### src/hw/rtl/tvs_pkg.sv
// Shared types, codes and helpers for the typed variable store unit.
// No dependencies; every other file imports this package.
package tvs_pkg;

   localparam int GLOBAL_BYTES = 1024;
   localparam int LOCAL_BYTES  = 256;
   localparam int MAX_BYTES    = (GLOBAL_BYTES > LOCAL_BYTES) ? GLOBAL_BYTES : LOCAL_BYTES;
   localparam int GAW          = $clog2(GLOBAL_BYTES);
   localparam int LAW          = $clog2(LOCAL_BYTES);
   localparam int CLW          = $clog2(MAX_BYTES);
   // element addresses need 16 bits before the range check
   localparam int AW           = 17;
   localparam int BIT_IN_BYTE_MASK = 8 - 1;

   // request kinds
   localparam logic [1:0] REQ_LOAD  = 2'd0;
   localparam logic [1:0] REQ_STORE = 2'd1;
   localparam logic [1:0] REQ_CALC  = 2'd2;
   localparam logic [1:0] REQ_CMP   = 2'd3;

   // variable types
   localparam logic [2:0] VT_NONE = 3'd0;
   localparam logic [2:0] VT_BIT  = 3'd1;
   localparam logic [2:0] VT_U8   = 3'd2;
   localparam logic [2:0] VT_S8   = 3'd3;
   localparam logic [2:0] VT_U16  = 3'd4;
   localparam logic [2:0] VT_S16  = 3'd5;
   localparam logic [2:0] VT_W32  = 3'd6;
   // unused type code, handled like none
   localparam logic [2:0] VT_RSVD = 3'd7;

   // calc ops
   localparam logic [3:0] OP_SET  = 4'd0;
   localparam logic [3:0] OP_SUB  = 4'd1;
   localparam logic [3:0] OP_ADD  = 4'd2;
   localparam logic [3:0] OP_MUL  = 4'd3;
   localparam logic [3:0] OP_DIV  = 4'd4;
   localparam logic [3:0] OP_MOD  = 4'd5;
   localparam logic [3:0] OP_AND  = 4'd6;
   localparam logic [3:0] OP_OR   = 4'd7;
   localparam logic [3:0] OP_XOR  = 4'd8;
   localparam logic [3:0] OP_SBIT = 4'd9;
   localparam logic [3:0] OP_CBIT = 4'd10;

   // compare ops
   localparam logic [3:0] CMP_ALWAYS = 4'd0;
   localparam logic [3:0] CMP_NEVER  = 4'd1;
   localparam logic [3:0] CMP_EQ    = 4'd2;
   localparam logic [3:0] CMP_NE    = 4'd3;
   localparam logic [3:0] CMP_GT    = 4'd4;
   localparam logic [3:0] CMP_GE    = 4'd5;
   localparam logic [3:0] CMP_LT    = 4'd6;
   localparam logic [3:0] CMP_LE    = 4'd7;
   localparam logic [3:0] CMP_ANDNZ = 4'd8;
   localparam logic [3:0] CMP_XORNZ = 4'd9;
   localparam logic [3:0] CMP_BSET  = 4'd10;

   // result status
   localparam logic [1:0] ST_OK    = 2'd0;
   localparam logic [1:0] ST_UNOP  = 2'd1;
   localparam logic [1:0] ST_DIV0  = 2'd2;
   localparam logic [1:0] ST_RANGE = 2'd3;

   typedef enum logic [3:0] {
      S_CLEAR, S_IDLE, S_ADDR, S_RD_ISSUE, S_RD_TAKE, S_EXEC, S_DIV, S_WRITE, S_DONE
   } state_type;

   // one byte access to the stores
   typedef struct packed {
      logic          region;
      logic          we;
      logic [AW-1:0] addr;
      logic [7:0]    wdata;
   } mem_req_type;

   function automatic logic [2:0] elem_bytes(input logic [2:0] vt);
      case (vt)
         VT_BIT, VT_U8, VT_S8: elem_bytes = 3'd1;
         VT_U16, VT_S16:       elem_bytes = 3'd2;
         VT_W32:               elem_bytes = 3'd4;
         default:              elem_bytes = 3'd0;
      endcase
   endfunction

   // raw little-endian bytes to a 32-bit value
   function automatic logic [31:0] extend(input logic [31:0] raw, input logic [2:0] vt,
                                          input logic [2:0] bitpos);
      case (vt)
         VT_BIT:  extend = {31'd0, raw[bitpos]};
         VT_U8:   extend = {24'd0, raw[7:0]};
         VT_S8:   extend = {{24{raw[7]}}, raw[7:0]};
         VT_U16:  extend = {16'd0, raw[15:0]};
         VT_S16:  extend = {{16{raw[15]}}, raw[15:0]};
         VT_W32:  extend = raw;
         default: extend = 32'd0;
      endcase
   endfunction

   function automatic logic [31:0] bit_mask(input logic [31:0] b);
      bit_mask = (b[31:5] == 27'd0) ? (32'd1 << b[4:0]) : 32'd0;
   endfunction

endpackage

### src/hw/rtl/tvs_divider.sv
// Iterative unsigned 32-bit divider, one quotient bit per cycle.
// Depends on tvs_pkg for style only; sign handling lives in the top level.
module tvs_divider
   import tvs_pkg::*;
(
   input  logic        clock,
   input  logic        reset,
   input  logic        start,
   input  logic [31:0] dividend,
   input  logic [31:0] divisor,
   output logic        done,
   output logic [31:0] quotient,
   output logic [31:0] remainder
);

   logic [31:0] quo_ff, quo_in;
   logic [32:0] rem_ff, rem_in;
   logic [31:0] dsr_ff, dsr_in;
   logic [5:0]  cnt_ff, cnt_in;
   logic        run_ff, run_in;
   logic        done_ff, done_in;
   logic [32:0] trial;

   // shift one dividend bit into the partial remainder and try a subtract
   always_comb begin
      quo_in  = quo_ff;
      rem_in  = rem_ff;
      dsr_in  = dsr_ff;
      cnt_in  = cnt_ff;
      run_in  = run_ff;
      done_in = 1'b0;
      trial   = {rem_ff[31:0], quo_ff[31]} - {1'b0, dsr_ff};
      if (start) begin
         quo_in = dividend;
         rem_in = '0;
         dsr_in = divisor;
         cnt_in = '0;
         run_in = 1'b1;
      end else if (run_ff) begin
         if (trial[32]) begin
            rem_in = {rem_ff[31:0], quo_ff[31]};
            quo_in = {quo_ff[30:0], 1'b0};
         end else begin
            rem_in = trial;
            quo_in = {quo_ff[30:0], 1'b1};
         end
         cnt_in = cnt_ff + 1'b1;
         if (cnt_ff == 6'd31) begin
            run_in  = 1'b0;
            done_in = 1'b1;
         end
      end
   end

   always_ff @(posedge clock) begin
      if (reset) begin
         run_ff  <= 1'b0;
         done_ff <= 1'b0;
         cnt_ff  <= '0;
      end else begin
         run_ff  <= run_in;
         done_ff <= done_in;
         cnt_ff  <= cnt_in;
      end
      quo_ff <= quo_in;
      rem_ff <= rem_in;
      dsr_ff <= dsr_in;
   end

   assign done      = done_ff;
   assign quotient  = quo_ff;
   assign remainder = rem_ff[31:0];

endmodule

### config.mk
export PLATFORM = sky130hd
export DESIGN_NAME = tvs_divider
export DESIGN_NICKNAME = d
export VERILOG_FILES = /design/src/hw/rtl/tvs_pkg.sv /design/src/hw/rtl/tvs_divider.sv
export SDC_FILE = /design/constraint.sdc
export NUM_CORES = 1
export LEC_CHECK = 0
export ABC_CLOCK_PERIOD_IN_PS = 5100
export BUFFER_PORTS_ARGS = -buffer_cell sky130_fd_sc_hd__buf_2
export CAP_MARGIN = 5
export CELL_PAD_IN_SITES_DETAIL_PLACEMENT = 2
export CELL_PAD_IN_SITES_GLOBAL_PLACEMENT = 2
export CORE_MARGIN = 2
export CORE_UTILIZATION = 30
export DETAILED_ROUTE_END_ITERATION = 7
export PLACE_DENSITY = 0.81
export SYNTH_ARGS = -nofsm -noshare
export SYNTH_HDL_FRONTEND = slang
export SYNTH_SLANG_ARGS = --single-unit
### constraint.sdc
create_clock -name clock -period 5.1 [get_ports clock]
set_input_delay 0.255 -clock clock [delete_from_list [all_inputs] [get_ports clock]]
set_output_delay 0.255 -clock clock [all_outputs]
set_load 0.05 [all_outputs]
==> summary.txt <==
Placed design
  • Port Buffer Count: 131
  • Hpwl dp: 13.28 mm
  • Placed cell area: 6825 um^2
  • DP Worst Slack: 1.323 ns
  • Final GP Congestion: 0.8079

Worst setup path
  • R2R Path Start: quotient[31]
  • Setup crit end kind: flip-flop
  • Critical path arrival: 4.12 ns
  • Worst Reg-to-Reg Cells: 13
  • Max Fanout on Critical Path: 20
  • R2R setup slack: 1.24 ns
  • Startpoint type of the worst setup path: flip-flop
  • Reg2Reg Capture Point: rem_ff[26]
  • Worst Path Required: 5.36 ns
  • CP Class: flip-flop to flip-flop

STA
  • RSZ-0062 raised after global routing: no
  • # setup viols final: 0
  • Fin. Hold Viols: 0
  • Min Hold Slack: 0.05702 ns
  • Total negative setup slack: 0 ns
  • Final Cycle Share: 75.69%
  • Max Slew Vio Count: 0
  • Post-route setup slack: 1.240 ns
  • Slew HR: 31.28%
  • Fin Clk Skew: 0.01407 ns
  • Worst slew pin tran: 1.031 ns
  • F_max: 259.1 MHz
  • Period minus WS final: 3.860 ns

Power
  • Maximum vdd drop: 0.0001670 V
  • Part of the power in registers: 42.8%
  • Sw Pwr: 0.8413 mW
  • Switching share of power: 35.48%
  • Pleak: 3.056 nW
  • Combinational Power Share: 27.4%
  • Power Total: 2.372 mW
  • Power Dens Cells: 332.9 nW/um^2
  • Clk pwr share: 29.8%
  • Total internal power: 1.530 mW

Synthesis
  • Mean Syn Cell Area: 10.26 um^2
  • Yosys reg bits: 104
  • Yosys cell types: 66
  • Post-synth EDFFs: 64
  • Cells after synthesis: 581
  • Top-area cell type share of the netlist area: 32.24%
  • Post-synth top area cell: edfxtp_1
  • Register area share after synthesis: 45.67%
  • Syn nets: 682
  • Synthesized area: 5962 um^2
  • Largest cells by area after synthesis: edfxtp_1 32%, dfxtp_1 13%, ha_1 6.9%
  • Post-synth ARST share: 0%
  • Synth warnings: 0
  • Most used flip-flop cell after synthesis: edfxtp_1

Layout
  • Filler instances: 2134
  • Post-route cell area: 7123 um^2
  • Most common cell after layout, fill and taps aside: buf_2
  • Most frequent cells in the layout: 130 x buf_2, 75 x nand2_1, 64 x edfxtp_1, 43 x nor2_1
  • Share of layout cells above drive strength 1: 29.24%
  • Net count, final: 797
  • Syn-to-layout area delta: 19.48%
  • Antenna Cells: 0

Min path
  • Hold Crit Start: reset
  • Hold/Removal Path Class: primary input to flip-flop
  • Worst Hold Path EP: run_ff
  • WHS Path Cells: 2

Clock network
  • Clock buffer depth: 2
  • Worst-path clk slew: 0.08 ns
  • Htree depth: 3
  • Clock Tree Root: clkbuf_16
  • Inserted Clock Buffers: 9
  • Post-CTS setup buffer count: 0
  • Post_cts resized: 0
  • Skew-Pair Late Insertion Delay: 0.37 ns
  • CTS tree: yes
  • CTS Hold Bufs: 0
  • CTS Sinks: 104

GRT
  • Initial antenna violation count: 0
  • GR Overflow Total: 0
  • First-pass GRT wire length: 29.61 mm
  • Pin count of the biggest net entering global routing: 60
  • Number of global-route vias before repair: 5526
  • GRT Total Usage: 17.34%

Die
  • Die area: 21020 um^2
  • I/O pin total: 132
  • Initial Util: 30.63%
  • Die H: 145.0 um
  • Area of the core: 19460 um^2
  • FP Rows: 51
  • Die X: 145.0 um

Routing
  • Total number of vias: 4886
  • Initial DRC count: 181
  • Residual DRC: 0
  • Routed wire length: 17.78 mm
  • Vias per cell: 5.058
  • Final ANT Viol Nets: 0
  • TritonRoute pass-1 iters: 4
  • WL per Instance: 18.41 um

Flow run
  • Max-Cap Viols: 0

Outcome
  • Status: finished, final reports clean
-- per-layer routing --
metal	track usage, %	share of wire [%]	up-vias
li1	-	-	2331
met1	20.21	42	2450
met2	31.93	53	89
met3	3.585	3.8	16
met4	5.099	1.4	0
met5	0	0	-
-- power by group through the flow --
stage,Clock [mW],Sequential (mW),Combinational (mW)
2_1_floorplan,0,1.18,0.327
3_3_place_gp,0,1.03,0.626
3_5_place_dp,0,1.03,0.650
4_1_cts,0.731,1.02,0.656
5_1_grt,0.759,1.02,0.706
6_report,0.708,1.01,0.650
-- worst max-delay path by stage --
stage                  from         end  slack (ns)
6_report       quotient[31]  rem_ff[26]        1.24
4_1_cts        quotient[31]  rem_ff[26]        1.24
3_5_place_dp   quotient[31]  rem_ff[11]        1.32
3_3_place_gp   quotient[31]  rem_ff[17]        1.62
5_1_grt        quotient[31]  rem_ff[11]        0.97
2_1_floorplan  quotient[31]  rem_ff[10]        1.82
-- cell usage after synthesis, types with 3 or more instances --
cell / number
ha_1: 33
edfxtp_1: 64
a211oi_1: 8
o211ai_1: 3
nand3_1: 9
a311oi_1: 9
nor2b_1: 5
o21a_1: 4
nand4_1: 6
xor2_1: 17
nor2_1: 43
buf_4: 6
nand2_1: 75
o21ai_0: 17
xnor2_1: 16
o21bai_1: 3
a311oi_2: 12
dfxtp_1: 40
and3_1: 4
a21o_1: 16
clkbuf_1: 15
inv_1: 39
a31oi_1: 7
or3_1: 3
a21oi_1: 36
mux2_2: 31
buf_2: 8
-- per-stage QoR --
step / util, % / cells
2_1_floorplan: - / 581
3_3_place_gp: 35.07 / 950
3_5_place_dp: 35.07 / 950
4_1_cts: 36.60 / 966
5_1_grt: 36.60 / 966
6_report: 36.60 / 966
-- layout make-up --
cell class | instances | area, um^2 | area share, %
Tap cell | 265 | 331.6 | 4.655
Clock buffer | 9 | 225.2 | 3.162
Sequential cell | 104 | 2724 | 38.24
Inverter | 40 | 150.1 | 2.108
Timing Repair Buffer | 135 | 688.2 | 9.661
Clock inverter | 7 | 72.57 | 1.019
Multi-Input combinational cell | 406 | 2932 | 41.16
-- cell families after synthesis --
kind of cell	Yosys count	synth area share, %
flip-flops	104	45.67
XOR/XNOR	35	5.582
AND/OR/NAND/NOR	161	12.03
multiplexers	33	6.191
adder cells (fa/ha/maj)	34	7.261
AO/OA/AOI/OAI	143	18.11
buffers and inverters	71	5.162
-- registers in the layout, indices dropped and copies added, names as in the netlist --
| register | count |
|---|---|
| dsr_ff | 32 |
| quotient | 32 |
| rem_ff | 32 |
| cnt_ff | 6 |
| done | 1 |
| run_ff | 1 |
-- worst max-delay path, stage by stage, from the launching register on --
cell       delay (ns)
edfxtp_1         0.38
inv_1            0.06
ha_1             0.23
fa_1             0.41
and2b_1          0.25
o2111ai_2        0.16
nand3_1          0.18
a311oi_2         0.17
o21ai_1          0.25
o221a_4          0.30
xor2_2           0.49
buf_4            0.39
nand3_1          0.19
o221ai_1         0.28
Note: power is estimated with default switching activity, not from simulation.
